**config.mk**
```make
export PLATFORM = sky130hd
export DESIGN_NAME = idle_power_state_controller
export DESIGN_NICKNAME = d
export VERILOG_FILES = /design/src/hw/rtl/ipsc_pkg.sv /design/src/hw/rtl/ipsc_cfg_regs.sv /design/src/hw/rtl/ipsc_step.sv /design/src/hw/rtl/idle_power_state_controller.sv
export SDC_FILE = /design/constraint.sdc
export NUM_CORES = 1
export LEC_CHECK = 0
export BUFFER_PORTS_ARGS = -buffer_cell sky130_fd_sc_hd__buf_4
export CORE_MARGIN = 2
export CORE_UTILIZATION = 45
export CTS_BUF_LIST = sky130_fd_sc_hd__clkbuf_16
export CTS_CLUSTER_SIZE = 20
export DETAILED_ROUTE_END_ITERATION = 10
export HOLD_SLACK_MARGIN = 0.1
export PLACE_DENSITY = 0.68
export REMOVE_ABC_BUFFERS = 1
export SYNTH_ARGS = -nofsm -noshare
export SYNTH_HDL_FRONTEND = slang
export SYNTH_SLANG_ARGS = --single-unit
```
**constraint.sdc**
```tcl
create_clock -name i_clk -period 4.8 [get_ports i_clk]
set_input_delay 0.48 -clock i_clk [delete_from_list [all_inputs] [get_ports i_clk]]
set_output_delay 0.48 -clock i_clk [all_outputs]
set_load 0.01 [all_outputs]
```
**src/hw/rtl/ipsc_pkg.sv**
```systemverilog
package ipsc_pkg;

    // Timebase and counter sizing
    localparam int TICKS_PER_SECOND = 5;
    localparam int SECONDS_WIDTH    = 16;
    localparam int TICK_W           = $clog2(TICKS_PER_SECOND + 1);
    localparam int THRESH_W         = 16;
    localparam int CMP_W            = (SECONDS_WIDTH > THRESH_W) ? SECONDS_WIDTH : THRESH_W;

    // Configuration port sizing
    localparam int CFG_INDEX_W = 3;
    localparam int CFG_DATA_W  = 16;

    // Fixed levels
    localparam logic [7:0] DIM_LEVEL           = 8'd12;
    localparam logic [7:0] BACKLIGHT_OFF       = 8'd0;
    localparam logic [7:0] FULL_BRIGHTNESS_RST = 8'd255;
    localparam logic [SECONDS_WIDTH-1:0] SECONDS_MAX = '1;

    // Configuration register indexes
    localparam logic [CFG_INDEX_W-1:0] REG_DIM_AFTER        = 3'd0;
    localparam logic [CFG_INDEX_W-1:0] REG_SCREEN_OFF_AFTER = 3'd1;
    localparam logic [CFG_INDEX_W-1:0] REG_HIBERNATE_AFTER  = 3'd2;
    localparam logic [CFG_INDEX_W-1:0] REG_FULL_BRIGHTNESS  = 3'd3;
    localparam logic [CFG_INDEX_W-1:0] REG_TOUCH_WAKES      = 3'd4;

    typedef enum logic [1:0] {
        MODE_ACTIVE    = 2'd0,
        MODE_DIM       = 2'd1,
        MODE_STANDBY   = 2'd2,
        MODE_HIBERNATE = 2'd3
    } t_power_mode;

    typedef enum logic [2:0] {
        OP_TICK      = 3'd0,
        OP_ACTIVITY  = 3'd1,
        OP_STANDBY   = 3'd2,
        OP_WAKE_PIN  = 3'd3,
        OP_HIBERNATE = 3'd4
    } t_op;

    typedef enum logic [1:0] {
        NOTICE_NONE  = 2'd0,
        NOTICE_ENTER = 2'd1,
        NOTICE_LEAVE = 2'd2
    } t_notice;

    typedef struct packed {
        logic [THRESH_W-1:0] dim_after_seconds;
        logic [THRESH_W-1:0] screen_off_after_seconds;
        logic [THRESH_W-1:0] hibernate_after_seconds;
        logic [7:0]          full_brightness;
        logic                touch_wakes;
    } t_cfg;

    typedef struct packed {
        t_power_mode              mode;
        logic [TICK_W-1:0]        tick_fraction;
        logic [SECONDS_WIDTH-1:0] elapsed_seconds;
        logic [7:0]               backlight;
    } t_state;

endpackage

```
**src/hw/rtl/ipsc_cfg_regs.sv**
```systemverilog
module ipsc_cfg_regs (
    input  logic                               i_clk,
    input  logic                               i_rst_n,
    input  logic                               i_cfg_valid,
    output logic                               o_cfg_ready,
    input  logic [ipsc_pkg::CFG_INDEX_W-1:0]   i_cfg_index,
    input  logic [ipsc_pkg::CFG_DATA_W-1:0]    i_cfg_data,
    output ipsc_pkg::t_cfg                     o_cfg
);

    ipsc_pkg::t_cfg r_cfg;

    // Always able to take a register write
    assign o_cfg_ready = 1'b1;
    assign o_cfg       = r_cfg;

    // Hold register values; update the addressed one on a write, drop unknown indexes
    always_ff @(posedge i_clk) begin
        if (!i_rst_n) begin
            r_cfg.dim_after_seconds        <= ipsc_pkg::THRESH_W'(30);
            r_cfg.screen_off_after_seconds <= ipsc_pkg::THRESH_W'(60);
            r_cfg.hibernate_after_seconds  <= '0;
            r_cfg.full_brightness          <= ipsc_pkg::FULL_BRIGHTNESS_RST;
            r_cfg.touch_wakes              <= 1'b1;
        end else if (i_cfg_valid && o_cfg_ready) begin
            case (i_cfg_index)
                ipsc_pkg::REG_DIM_AFTER:
                    r_cfg.dim_after_seconds <= i_cfg_data[ipsc_pkg::THRESH_W-1:0];
                ipsc_pkg::REG_SCREEN_OFF_AFTER:
                    r_cfg.screen_off_after_seconds <= i_cfg_data[ipsc_pkg::THRESH_W-1:0];
                ipsc_pkg::REG_HIBERNATE_AFTER:
                    r_cfg.hibernate_after_seconds <= i_cfg_data[ipsc_pkg::THRESH_W-1:0];
                ipsc_pkg::REG_FULL_BRIGHTNESS:
                    r_cfg.full_brightness <= i_cfg_data[7:0];
                ipsc_pkg::REG_TOUCH_WAKES:
                    r_cfg.touch_wakes <= i_cfg_data[0];
                default: begin
                end
            endcase
        end
    end

endmodule

```
**src/hw/rtl/ipsc_step.sv**
```systemverilog
module ipsc_step (
    input  ipsc_pkg::t_state    i_state,
    input  ipsc_pkg::t_cfg      i_cfg,
    input  logic [2:0]          i_op,
    input  logic                i_wake_from_touch,
    output ipsc_pkg::t_state    o_state,
    output ipsc_pkg::t_notice   o_notice,
    output logic                o_save
);

    logic [ipsc_pkg::TICK_W-1:0]        frac_inc;
    logic [ipsc_pkg::SECONDS_WIDTH-1:0] elapsed_tick;
    logic [ipsc_pkg::TICK_W-1:0]        frac_tick;
    logic [ipsc_pkg::CMP_W-1:0]         elapsed_cmp;
    logic                               reach_dim;
    logic                               reach_off;
    logic                               reach_hib;

    // Advance the tick counter and roll whole seconds, saturating
    always_comb begin
        frac_inc     = i_state.tick_fraction + 1'b1;
        frac_tick    = frac_inc;
        elapsed_tick = i_state.elapsed_seconds;
        if (frac_inc >= ipsc_pkg::TICK_W'(ipsc_pkg::TICKS_PER_SECOND)) begin
            frac_tick = '0;
            if (i_state.elapsed_seconds != ipsc_pkg::SECONDS_MAX) begin
                elapsed_tick = i_state.elapsed_seconds + 1'b1;
            end
        end
        elapsed_cmp = ipsc_pkg::CMP_W'(elapsed_tick);
        reach_dim   = elapsed_cmp >= ipsc_pkg::CMP_W'(i_cfg.dim_after_seconds);
        reach_off   = elapsed_cmp >= ipsc_pkg::CMP_W'(i_cfg.screen_off_after_seconds);
        reach_hib   = (i_cfg.hibernate_after_seconds != '0) &&
                      (elapsed_cmp >= ipsc_pkg::CMP_W'(i_cfg.hibernate_after_seconds));
    end

    // Apply one event to the power state
    always_comb begin
        o_state  = i_state;
        o_notice = ipsc_pkg::NOTICE_NONE;
        o_save   = 1'b0;
        if (i_state.mode != ipsc_pkg::MODE_HIBERNATE) begin
            case (i_op)
                ipsc_pkg::OP_TICK: begin
                    o_state.tick_fraction   = frac_tick;
                    o_state.elapsed_seconds = elapsed_tick;
                    case (i_state.mode)
                        ipsc_pkg::MODE_ACTIVE: begin
                            if (reach_dim) begin
                                o_state.mode      = ipsc_pkg::MODE_DIM;
                                o_state.backlight = ipsc_pkg::DIM_LEVEL;
                            end
                        end
                        ipsc_pkg::MODE_DIM: begin
                            if (!reach_dim) begin
                                o_state.mode      = ipsc_pkg::MODE_ACTIVE;
                                o_state.backlight = i_cfg.full_brightness;
                            end else if (reach_off) begin
                                o_state.mode            = ipsc_pkg::MODE_STANDBY;
                                o_state.backlight       = ipsc_pkg::BACKLIGHT_OFF;
                                o_state.tick_fraction   = '0;
                                o_state.elapsed_seconds = '0;
                                o_notice                = ipsc_pkg::NOTICE_ENTER;
                            end
                        end
                        default: begin
                            if (reach_hib) begin
                                o_state.mode      = ipsc_pkg::MODE_HIBERNATE;
                                o_state.backlight = ipsc_pkg::BACKLIGHT_OFF;
                                o_save            = 1'b1;
                            end
                        end
                    endcase
                end
                ipsc_pkg::OP_ACTIVITY: begin
                    if (i_state.mode inside {ipsc_pkg::MODE_ACTIVE, ipsc_pkg::MODE_DIM}) begin
                        o_state.tick_fraction   = '0;
                        o_state.elapsed_seconds = '0;
                        o_state.mode            = ipsc_pkg::MODE_ACTIVE;
                        if (i_state.mode == ipsc_pkg::MODE_DIM) begin
                            o_state.backlight = i_cfg.full_brightness;
                        end
                    end
                end
                ipsc_pkg::OP_STANDBY: begin
                    if (i_state.mode inside {ipsc_pkg::MODE_ACTIVE, ipsc_pkg::MODE_DIM}) begin
                        o_state.tick_fraction   = '0;
                        o_state.elapsed_seconds = ipsc_pkg::SECONDS_MAX;
                    end
                end
                ipsc_pkg::OP_WAKE_PIN: begin
                    if ((i_state.mode == ipsc_pkg::MODE_STANDBY) &&
                        (!i_wake_from_touch || i_cfg.touch_wakes)) begin
                        o_state.mode            = ipsc_pkg::MODE_ACTIVE;
                        o_state.tick_fraction   = '0;
                        o_state.elapsed_seconds = '0;
                        o_state.backlight       = i_cfg.full_brightness;
                        o_notice                = ipsc_pkg::NOTICE_LEAVE;
                    end
                end
                ipsc_pkg::OP_HIBERNATE: begin
                    o_state.mode      = ipsc_pkg::MODE_HIBERNATE;
                    o_state.backlight = ipsc_pkg::BACKLIGHT_OFF;
                    o_save            = 1'b1;
                end
                default: begin
                end
            endcase
        end
    end

endmodule

```
**src/hw/rtl/idle_power_state_controller.sv**
```systemverilog
// Idle power state controller: active, dim, standby and hibernate.
// Request channel: i_in_valid / o_in_stall with i_op and i_wake_from_touch;
// a request is taken at a clock edge with valid high and stall low.
// Result channel: o_out_valid / i_out_stall; one result per request, in order.
// Configuration: i_cfg_valid / o_cfg_ready with i_cfg_index and i_cfg_data;
// o_cfg_ready is always high. Write registers only while no request is
// outstanding.
// The result is registered and appears in the cycle after its request is taken.
// Throughput: one request per cycle; the state update and the compare
// against the thresholds fit between the state register and the result
// register, so each request sees the state left by the one before it.
// When the receiver stalls, the result register holds its contents and
// o_in_stall rises, so no further request is taken until the result leaves.
// Reset (synchronous, active low) returns the registers to their defaults,
// the mode to active at full brightness, clears the idle counters and
// empties the result register.
module idle_power_state_controller (
    input  logic                              i_clk,
    input  logic                              i_rst_n,
    input  logic                              i_in_valid,
    output logic                              o_in_stall,
    input  logic [2:0]                        i_op,
    input  logic                              i_wake_from_touch,
    output logic                              o_out_valid,
    input  logic                              i_out_stall,
    output logic [1:0]                        o_power_state,
    output logic [7:0]                        o_backlight_level,
    output logic                              o_panel_blanked,
    output logic [1:0]                        o_standby_notice,
    output logic                              o_save_session,
    input  logic                              i_cfg_valid,
    output logic                              o_cfg_ready,
    input  logic [ipsc_pkg::CFG_INDEX_W-1:0]  i_cfg_index,
    input  logic [ipsc_pkg::CFG_DATA_W-1:0]   i_cfg_data
);

    ipsc_pkg::t_cfg    cfg;
    ipsc_pkg::t_state  r_state;
    ipsc_pkg::t_state  n_state;
    ipsc_pkg::t_notice n_notice;
    logic              n_save;
    logic              in_take;
    logic              r_out_valid;
    logic [1:0]        r_power_state;
    logic [7:0]        r_backlight;
    logic              r_blanked;
    logic [1:0]        r_notice;
    logic              r_save;

    ipsc_cfg_regs u_cfg (
        .i_clk       (i_clk),
        .i_rst_n     (i_rst_n),
        .i_cfg_valid (i_cfg_valid),
        .o_cfg_ready (o_cfg_ready),
        .i_cfg_index (i_cfg_index),
        .i_cfg_data  (i_cfg_data),
        .o_cfg       (cfg)
    );

    ipsc_step u_step (
        .i_state           (r_state),
        .i_cfg             (cfg),
        .i_op              (i_op),
        .i_wake_from_touch (i_wake_from_touch),
        .o_state           (n_state),
        .o_notice          (n_notice),
        .o_save            (n_save)
    );

    // Stall the request side only while a result is held back
    assign o_in_stall = r_out_valid && i_out_stall;
    assign in_take    = i_in_valid && !o_in_stall;

    // Advance the power state on each request taken
    always_ff @(posedge i_clk) begin
        if (!i_rst_n) begin
            r_state.mode            <= ipsc_pkg::MODE_ACTIVE;
            r_state.tick_fraction   <= '0;
            r_state.elapsed_seconds <= '0;
            r_state.backlight       <= ipsc_pkg::FULL_BRIGHTNESS_RST;
        end else if (in_take) begin
            r_state <= n_state;
        end
    end

    // Track result occupancy
    always_ff @(posedge i_clk) begin
        if (!i_rst_n) begin
            r_out_valid <= 1'b0;
        end else if (in_take) begin
            r_out_valid <= 1'b1;
        end else if (!i_out_stall) begin
            r_out_valid <= 1'b0;
        end
    end

    // Load the result fields
    always_ff @(posedge i_clk) begin
        if (in_take) begin
            r_power_state <= n_state.mode;
            r_backlight   <= n_state.backlight;
            r_blanked     <= (n_state.mode == ipsc_pkg::MODE_STANDBY) ||
                             (n_state.mode == ipsc_pkg::MODE_HIBERNATE);
            r_notice      <= n_notice;
            r_save        <= n_save;
        end
    end

    assign o_out_valid       = r_out_valid;
    assign o_power_state     = r_power_state;
    assign o_backlight_level = r_backlight;
    assign o_panel_blanked   = r_blanked;
    assign o_standby_notice  = r_notice;
    assign o_save_session    = r_save;

    // Hibernate is left only through reset
    a_hibernate_sticky: assert property (@(posedge i_clk) disable iff (!i_rst_n)
        (r_state.mode == ipsc_pkg::MODE_HIBERNATE) |=>
        (r_state.mode == ipsc_pkg::MODE_HIBERNATE))
        else $error("hibernate state was left without reset");

    // A save strobe only comes with a dark panel in hibernate
    a_save_in_hibernate: assert property (@(posedge i_clk) disable iff (!i_rst_n)
        (o_out_valid && o_save_session) |->
        ((o_power_state == ipsc_pkg::MODE_HIBERNATE) &&
         (o_backlight_level == ipsc_pkg::BACKLIGHT_OFF)))
        else $error("save strobe outside hibernate entry");

    // Entering standby reports the standby mode with a blanked panel
    a_enter_standby: assert property (@(posedge i_clk) disable iff (!i_rst_n)
        (o_out_valid && (o_standby_notice == ipsc_pkg::NOTICE_ENTER)) |->
        ((o_power_state == ipsc_pkg::MODE_STANDBY) && o_panel_blanked &&
         (r_state.mode != ipsc_pkg::MODE_ACTIVE || $past(in_take))))
        else $error("standby entry reported with wrong state");

endmodule
```
# == Word level (Yosys, flattened, before mapping) ==
# Cells that the tools add are included.
# op_classes
add_sub_neg,2
order_cmp,4
n_eq_ne,18
n_mux,32
reduce_logical,21
# ops
cell,n
29-bit 2-to-1 mux,4
19-bit one-hot mux with 4 select lines,1
19-bit 2-to-1 mux,3
16-bit >= comparator,3
16-bit 2-to-1 mux,2
8-bit 2-to-1 mux,4
8-bit one-hot mux with 4 select lines,1
16-bit by 1-bit adder with 16-bit output (second input constant),1
16-bit != test (second input constant),1
8-bit one-hot mux with 2 select lines,1
16-bit nonzero test,1
3-bit by 2-bit equality test with 1-bit output (second input constant),4
2-bit 2-to-1 mux,6
2-bit AND reduction,5
2-bit by 1-bit != test with 1-bit output (second input constant),4
2-bit one-hot mux with 2 select lines,2
2-bit one-hot mux with 4 select lines,1
2-bit equality test (second input constant),3
3-bit by 1-bit equality test with 1-bit output (second input constant),2
3-bit equality test (second input constant),2
3-bit zero test,2
6-bit AND reduction,1
1-bit 2-to-1 mux,5
1-bit logical AND,4
12 further kinds,14
# word_totals
register_bits,101
input_bits,28
out_inout_bits,17
word_cells,92

# == Longest topological paths before layout ==
# Gate-level depths: netlist of the first run.
# logic_depth
ltp_word,11
mapped_depth,17

# == By module ==
# A second synthesis of the first run with hierarchy kept.
# hier_totals
cells_unflattened,739
area_unflattened_um2,6459.9
# modules_own_cells
module,n_inst,cells_each,area_per_inst_um2,seq_area_each_um2
ipsc_step,1,374,2489.9,0.0
ipsc_cfg_regs,1,221,2269.7,1141.1
idle_power_state_controller,1,144,1700.4,1021.0

# == Worst setup path before layout of the first run ==
# Ideal clock, no wire load.
# synth_timing
path_type,reg-to-reg
start,register r_state[24] in the netlist's numbering
end,"register r_backlight[0] (netlist: o_backlight_level[0]), data pin"
t_arrival_ns,3.706
path_slack_ns,0.820
stages_incl_launch_ff,16
path_buffers,0
path_cell_list,dfxtp_1 > inv_1 > ha_1 > nor2_1 > a22o_1 > a21oi_1 > nand2_1 > xnor2_1 > ha_1 > a211o_1 > a31oi_1 > o211ai_1 > o21a_1 > mux2i_1 > a2111oi_0 > nor2_1
# synth_lines
item,line_no,rtl
from (decl),idle_power_state_controller.sv:38,ipsc_pkg::t_state r_state;
from (signal assigned),idle_power_state_controller.sv:82,r_state <= n_state;
to (signal assigned),idle_power_state_controller.sv:101,r_backlight <= n_state.backlight;
to (decl),idle_power_state_controller.sv:45,logic [7:0] r_backlight;

==> flow_summary.yaml, run 1 <==
die:
  core_area_sq_um: 13800
  die_y_um: 122
  io_pins: 45
  die_area_sq_um: 15000
  initial_core_util: 0.457
  fp.dieW_um: 122
  fp-row-count: 43
clock_network:
  cts_tree: "yes"
  cts_setup_buffers: 0
  cts-root-buf: "clkbuf_16"
  cts-buffers-inserted: 9
  clkLatencyLatePin_ns: 0.36
  cts_buffer_depth: 2
  hold_buffers: 0
  cts_sinks: 101
  path_clk_slew_ns: 0.07
  cts_max_level: 3
logic_synthesis:
  synth_area_leaders: "dfxtp_1 28%, ha_1 10%, nand2_1 8.2%"
  yosysWarnings: 0
  synth_fa_ha_area_frac: 0.101
  yosysTopAreaCellShare: 0.277
  synth_top_family_by_area: "compound AO/OA/AOI/OAI gates"
  syn_avg_cell_area_sq_um: 7.98
  synth_mux_area_frac: 0.0147
  yosysSeqAreaShare: 0.343
  synth_compound_gate_area_share: 0.252
  yosysTopAreaCell: "dfxtp_1"
  synth.distinct_cells: 64
  synth_xor_area_frac: 0.0153
  synthFlopType: "dfxtp_1"
  synth.cell_area_sq_um: 6300
  yosys.area_share.simple: 0.209
  synth-async-reset-ratio: 0
  synthCells: 789
  synth-seq-cells: 101
  synth_edf_count: 14
drt:
  drc_errors: 0
  drt_iter0_markers: 464
  final_antenna_net_count: 0
  dr.pass1.iters: 5
  wl_per_cell_um: 15.6
  viasPerCell: 5.59
  wirelength_mm: 15.6
  via_count: 5586
worst_setup_path:
  end_kind: "flop"
  endpoint: "o_backlight_level[7]"
  crit_type: "flop to flop"
  rr_worst_depth: 15
  crit_arrival_ns: 4.52
  crit_family: "compound AO/OA/AOI/OAI gates"
  r2r-start: "r_state[24]"
  slowest_delay_ns: 0.65
  worstPathCellList: "inv_1 > ha_1 > nor2_1 > a22o_1 > nor4_1 > xnor2_1 > o21ai_0 > ha_1 > a211o_1 > a21oi_2 > o211ai_1 > o21a_1 > mux2i_1 > a2111oi_0 > nor2_1"
  required_ns: 4.89
  crit_fanout: 7
  start_kind: "flop"
  crit-reg2reg-capture: "o_backlight_level[7]"
  startpoint: "r_state[24]"
  cp_slowest_cell: "a2111oi_0"
  reg2reg_setup_slack_ns: 0.37
  crit_buf_inv: 1
  crit_cells: 15
power_and_ir_drop:
  pwr-share-comb: 0.204
  switching_power_mw: 0.636
  power_frac_seq: 0.445
  powerDensity_nw_per_um2: 301
  p_int_mw: 1.49
  p_leak_nw: 2.92
  p_total_mw: 2.13
  power.share.clock: 0.351
  switching_share: 0.299
  peakVddDrop_v: 0.000206
flow_run:
  cap_violations: 0
timing:
  post-route-min-period_ns: 4.43
  timing.final.crit_share: 0.923
  fin_tns_setup_ns: 0
  slew_headroom: 0.182
  fmax_mhz: 226
  skew_ns: 0.0128
  rsz0062_at_grt: "no"
  hold_viol: 0
  holdWs_ns: 0.333
  worst_pin_slew_ns: 1.22
  finalMaxSlewViolations: 0
  finalSetupViolCount: 0
cells_and_area:
  syn_to_final_growth_pct: 12.1
  layout-drive-gt1-share: 0.104
  fin_cells: 1000
  antennaDiodeCount: 0
  layout_commonest_cell: "nand2_1"
  num-nets-final: 894
  final_cell_mix: "138 x nand2_1, 87 x dfxtp_1, 66 x inv_1"
global_routing:
  grt_pass1_wl_mm: 25.6
  antenna_found_initial: 0
  grt_max_degree: 90
  first_global_vias: 5131
  grt_usage: 0.216
  grt-ovfl-total: 0
placed_design:
  hpwl_mm: 11.1
  io_buffers: 43
  dp.cells: 984
  routabilityCongestion: 0.864
outcome:
  status: "finished clean"
worst_hold_path:
  hold_path.class: "input pin to flop"
==> power groups by stage <==
stage	registers (mW)	clock network (mW)	logic, mW
2_1_floorplan	0.961	0	0.276
3_3_place_gp	0.963	0	0.425
3_5_place_dp	0.963	0	0.429
4_1_cts	0.944	0.764	0.432
5_1_grt	0.951	0.793	0.486
6_report	0.945	0.746	0.435
==> layout make-up <==
| type | count | area, sq um |
|---|---|---|
| fill | 1381 | 6720 |
| multi-input combinational | 585 | 3730 |
| sequential | 101 | 2160 |
| timing repair buffer | 52 | 390 |
| inverter | 66 | 248 |
| clock buffer | 9 | 225 |
| tap | 180 | 225 |
| clock inverter | 7 | 72.6 |
==> sequential cells by signal, summed over array words and instances, names as in the netlist <==
| register | cells |
|---|---|
| o_backlight_level | 8 |
| o_out_valid | 1 |
| o_panel_blanked | 1 |
| o_power_state | 2 |
| o_save_session | 1 |
| o_standby_notice | 2 |
| r_state | 29 |
| u_cfg.o_cfg | 57 |
==> per-stage QoR <==
step                utilization  setup WS [ns]  instance area [sq um]
floorplan                     -          0.810                   6140
global placement          0.491          0.536                   6760
detailed placement        0.491          0.429                   6760
CTS                       0.512          0.404                   7060
global route              0.512        0.00471                   7060
finish                    0.512          0.372                   7060
==> cell usage after synthesis, types with 4 or more instances <==
cell type  count
a21oi_1       42
nor2_1        40
o211ai_1      24
o31ai_1        6
o21ai_0       41
mux2i_1        7
a211oi_1       6
a21o_1         8
or2_2          4
o21a_1         4
or4_1          4
xor2_1         5
clkbuf_1      31
nor2b_1        5
nand4_1       12
and3_1         9
inv_1         66
nand2_1      138
dfxtp_1       87
a31oi_1        5
xnor2_1        6
a2111oi_0      5
nand2b_1      18
a211o_1        9
a21boi_0      45
o211a_1        5
nor4_1         6
edfxtp_1      14
a31o_2         4
ha_1          51
nand3_1       20
nor3_1        15
==> how the worst min path moves through the flow <==
stage / to / slack (ns) / cells after the start / from
6_report: o_out_valid / 0.33 / 2 / i_in_valid
5_1_grt: o_out_valid / 0.33 / 2 / i_in_valid
4_1_cts: o_out_valid / 0.33 / 2 / i_in_valid
3_5_place_dp: r_state[26] / 0.46 / 2 / r_state[26]
3_3_place_gp: u_cfg.o_cfg[0] / 0.45 / 2 / u_cfg.o_cfg[0]
2_1_floorplan: u_cfg.o_cfg[0] / 0.43 / 2 / u_cfg.o_cfg[0]
==> repair_timing <==
item / 4_1_cts / 5_1_grt
gates resized for setup: 0 / 1
endpoints found under the setup margin: 0 / 1
endpoints found under the hold margin: 0 / 0
==> cells by family after synthesis <==
family / Yosys count
simple gates: 284
other cells: 1
flops: 101
xor+xnor: 11
fa+ha+maj: 51
mux: 9
buf+inv: 103
compound gates: 229
==> worst register-to-register path: cells and delay by family (launching register included) <==
kind            cells  cell delay, ns
compound gates      7            2.14
flops               1            0.40
fa+ha+maj           2            0.66
xor+xnor            1            0.15
mux                 1            0.24
buf+inv             1            0.08
simple gates        3            0.48
==> routing by layer <==
metal / track usage / wire length [um]
met1: 0.297 / 7690
met2: 0.348 / 7150
met3: 0.0386 / 584
met4: 0.0582 / 215
met5: 0 / 0
(Power assumes the default switching activity.)
==> inputs of run 2 (changes only) <==
PLACE_DENSITY = 0.71   (was 0.68)
clock period = 3.75 ns   (was 4.8 ns; I/O delays follow)
==> run 2 against run 1 <==
The run now ends with setup timing left. Utilization is 8.7 points higher. Setup slack got worse by 0.51 ns. Maximum frequency increased by 14%. First-iteration DRC count is 8.8% higher. Largest power group unchanged. Total power is 38% higher. Global-route usage increased by 2.2 points. Clock skew down 0.0034 ns. Count of clock-buffer cells in the layout is the same. Routed wire length up 16%.
==> flow_summary.yaml, run 2 (synthesis results as in run 1) <==
die:
  core_area_sq_um: 13800
  fp.dieW_um: 122
  die_y_um: 122
  die_area_sq_um: 15000
  io_pins: 45
  fp-row-count: 43
  initial_core_util: 0.457
cells_and_area:
  antennaDiodeCount: 0
  final_cell_area_sq_um: 8260
  final_cell_mix: "136 x nand2_1, 115 x buf_4, 83 x dfxtp_1"
  layout-drive-gt1-share: 0.275
  final_util: 0.600
  largest_register_ffs: 57
  syn_to_final_growth_pct: 31.2
  fin_cells: 1073
  num-nets-final: 967
  fill_cells: 1191
  layout_commonest_cell: "nand2_1"
timing:
  fin_tns_setup_ns: -3.08
  finalMaxSlewViolations: 0
  post-route-min-period_ns: 3.89
  timing.final.crit_share: 1.04
  holdWs_ns: 0.227
  fmax_mhz: 257
  worst_pin_slew_ns: 1.14
  hold_viol: 0
  skew_ns: 0.00942
  slew_headroom: 0.240
  finalSetupViolCount: 39
  rsz0062_at_grt: "yes"
  setup_ws_ns: -0.140
power_and_ir_drop:
  peakVddDrop_v: 0.000242
  p_leak_nw: 3.36
  power.share.clock: 0.296
  switching_power_mw: 0.932
  p_int_mw: 1.99
  power_frac_seq: 0.410
  switching_share: 0.318
  p_total_mw: 2.93
  powerDensity_nw_per_um2: 354
  pwr-share-comb: 0.294
worst_setup_path:
  worstPathCellList: "inv_4 > ha_4 > nor2_4 > a22o_4 > a211oi_2 > buf_4 > and3_4 > xor2_4 > ha_4 > a21o_1 > a21oi_1 > o211ai_1 > buf_4 > o21ai_2 > buf_4 > a21oi_1 > o311ai_1 > or3b_1"
  end_kind: "flop"
  cpMostUsedCell: "buf_4"
  required_ns: 4.00
  slowest_delay_ns: 0.38
  cp_slowest_cell: "dfxtp_4"
  crit_arrival_ns: 4.14
  crit_fanout: 6
  crit_type: "flop to flop"
  start_kind: "flop"
global_routing:
  grt_pass1_wl_mm: 28.0
  grt_max_degree: 90
  grt-ovfl-total: 0
  first_global_vias: 5684
  antenna_found_initial: 0
  grt_usage: 0.237
drt:
  final_antenna_net_count: 0
  wirelength_mm: 18.1
  drc_errors: 0
  drt_iter0_markers: 505
  wl_per_cell_um: 16.9
  viasPerCell: 5.77
  dr.pass1.iters: 5
  via_count: 6189
clock_network:
  cts_buffer_depth: 2
  cts-root-buf: "clkbuf_16"
  cts_tree: "yes"
  hold_buffers: 0
  cts_max_level: 3
  cts-buffers-inserted: 9
  cts_sinks: 101
  clkLatencyLatePin_ns: 0.36
  path_clk_slew_ns: 0.07
worst_hold_path:
  hold_path.class: "input pin to flop"
outcome:
  status: "finished with violations"
  violations: "setup timing"
placed_design:
  placed_area_sq_um: 7190
  hpwl_mm: 11.6
  io_buffers: 43
  pre_cts_slack_ns: -0.384
  routabilityCongestion: 0.899
  dp.cells: 1042
flow_run:
  cap_violations: 0
-- run 2: cell type report --
type | instances | area (sq um) | share of cell area
Clock inverter | 7 | 35.0 | 0.00424
Clock buffer | 9 | 225 | 0.0273
Timing Repair Buffer | 123 | 956 | 0.116
Tap cell | 180 | 225 | 0.0273
Inverter | 66 | 250 | 0.0303
Multi-Input combinational cell | 587 | 4400 | 0.532
Sequential cell | 101 | 2170 | 0.263
-- run 2: power groups by stage --
stage	combinational [mW]	sequential (mW)	clock [mW]
CTS	0.723	1.20	0.870
global placement	0.638	1.22	0
detailed placement	0.649	1.22	0
finish	0.861	1.20	0.865
floorplan	0.354	1.23	0
global route	0.926	1.21	0.910
-- run 2: worst paths after layout --
check	startpoint	endpoint	slack [ns]	cells past startpoint
setup reg to reg	r_state[24]	r_state[2]	-0.14	18
hold reg to reg	u_cfg.o_cfg[46]	u_cfg.o_cfg[46]	0.47	2
hold / removal	i_in_valid	o_out_valid	0.23	2
setup / recovery	r_state[24]	r_state[2]	-0.14	18
-- run 2: per-layer routing --
metal,track usage,up-vias,share of wire
met5,0,-,0
met4,0.0682,0,0.024
met3,0.0460,37,0.048
met2,0.400,191,0.49
met1,0.308,2952,0.44
li1,-,3009,-
-- run 2: repair_timing --
action,CTS,global route
setup buffers,5,8
pin swaps,26,54
setup endpoints to repair,41,42
gates cloned,3,1
gates resized for setup,57,83
-- run 2: critical path, delay by kind of cell (launching register included) --
family | cells | cell delay (ns)
DFF | 1 | 0.38
xor gates and xnor gates | 1 | 0.21
AOI/OAI and AO/OA | 8 | 1.50
and+or+nand+nor | 3 | 0.62
adders and majority gates | 2 | 0.50
buffers and inverters | 4 | 0.56
==> inputs of run 3 (changes only) <==
PLACE_DENSITY = 0.72   (was 0.71)
==> run 3 against run 2 <==
The run still ends with setup timing left. Critical path depth is the same. Total power rose by 3.6%. First-iteration DRC count shrank 4.4%. Combinational power is 7.2% lower. Largest cell class unchanged. Global-route usage fell by 0.42 points. Cell count fell by 0.65%. Sequential cell count is the same.
==> flow_summary.yaml, run 3 (synthesis results as in run 1) <==
timing:
  fin_tns_setup_ns: -0.163
  slew_headroom: 0.238
  rsz0062_at_grt: "yes"
  setup_ws_ns: -0.0661
  skew_ns: 0.00800
  hold_viol: 0
  finalMaxSlewViolations: 0
  post-route-min-period_ns: 3.82
  finalSetupViolCount: 4
  fmax_mhz: 262
  worst_pin_slew_ns: 1.14
  timing.final.crit_share: 1.02
placed_design:
  pre_cts_slack_ns: -0.309
  io_buffers: 43
  routabilityCongestion: 0.900
  placed_area_sq_um: 7160
  hpwl_mm: 11.5
cells_and_area:
  layout_commonest_cell: "nand2_1"
  final_util: 0.583
  final_cell_mix: "138 x nand2_1, 107 x buf_4, 84 x dfxtp_1"
  largest_register_ffs: 57
  final_cell_area_sq_um: 8030
  syn_to_final_growth_pct: 27.6
  layout-drive-gt1-share: 0.226
  num-nets-final: 960
  antennaDiodeCount: 0
clock_network:
  cts-root-buf: "clkbuf_16"
  cts_tree: "yes"
  cts_sinks: 101
  cts-buffers-inserted: 9
  clkLatencyLatePin_ns: 0.36
  path_clk_slew_ns: 0.07
  cts_max_level: 3
  cts_buffer_depth: 2
worst_setup_path:
  start_kind: "flop"
  reg2reg_setup_slack_ns: -0.07
  required_ns: 4.00
  crit_type: "flop to flop"
  end_kind: "flop"
  crit_fanout: 7
  crit_arrival_ns: 4.06
die:
  fp.dieW_um: 122
  die_y_um: 122
  core_area_sq_um: 13800
  fp-row-count: 43
  die_area_sq_um: 15000
  initial_core_util: 0.457
  io_pins: 45
drt:
  final_antenna_net_count: 0
  dr.pass1.iters: 5
  wl_per_cell_um: 16.1
  viasPerCell: 5.66
  wirelength_mm: 17.2
  drc_errors: 0
  drt_iter0_markers: 483
  via_count: 6038
power_and_ir_drop:
  p_leak_nw: 3.34
  powerDensity_nw_per_um2: 378
  p_total_mw: 3.03
  peakVddDrop_v: 0.000243
flow_run:
  cap_violations: 0
global_routing:
  first_global_vias: 5617
  grt_usage: 0.233
  antenna_found_initial: 0
  grt-ovfl-total: 0
  grt_max_degree: 90
  grt_pass1_wl_mm: 27.7
outcome:
  status: "finished with violations"
  violations: "setup timing"
worst_hold_path:
  hold_path.class: "input pin to flop"
-- run 3: area by class of cell --
class,count,area [sq um]
clock buffers,11,275
clock inverters,5,52.6
fillers,1263,5740
inverters,66,248
multi-input cells,587,4150
flip-flops and latches,101,2170
well taps,180,225
repair buffers,116,913
-- run 3: per-layer routing --
metal,vias to the layer above,routed length [um],track usage
li1,2988,-,-
met1,2823,7570,0.305
met2,194,8210,0.387
met3,33,1050,0.0339
met4,0,384,0.0898
met5,-,0,0
-- run 3: worst paths after layout --
kind                        start         endpoint  cells after the start
setup / recovery       r_state[9]       r_state[2]                     18
hold / removal         i_in_valid      o_out_valid                      2
hold reg to reg   u_cfg.o_cfg[37]  u_cfg.o_cfg[37]                      2
setup reg to reg       r_state[9]       r_state[2]                     18
-- run 3: power breakdown --
group | switching (mW) | internal, mW | total, mW
Sequential | 0.0408 | 1.16 | 1.20
Combinational | 0.435 | 0.364 | 0.799
Clock | 0.437 | 0.597 | 1.03
-- run 3: worst max-delay path, stage by stage, from the launching register on --
cell      delay, ns
dfxtp_1        0.34
ha_2           0.19
nand3_2        0.10
nor3_2         0.19
buf_4          0.16
nand2_1        0.07
or3_4          0.35
mux2i_4        0.19
inv_2          0.09
buf_6          0.13
ha_4           0.25
nand4_1        0.15
nor4_2         0.36
a311oi_2       0.10
nand3_4        0.18
buf_6          0.13
nor3_2         0.04
o311ai_1       0.31
or3b_1         0.37
-- run 3: what timing repair did --
item,in CTS,in global routing
pin swaps,22,25
cloned,3,0
hold buffers,0,0
setup endpoints to repair,40,41
setup buffers,4,5
resized for setup,41,51
-- run 3: metrics by stage --
step	hold slack, ns	std cells
after floorplan	0.434	752
after global placement	0.453	1038
after detailed placement	0.455	1038
after CTS	0.229	1061
after global routing	0.233	1066
final	0.223	1066
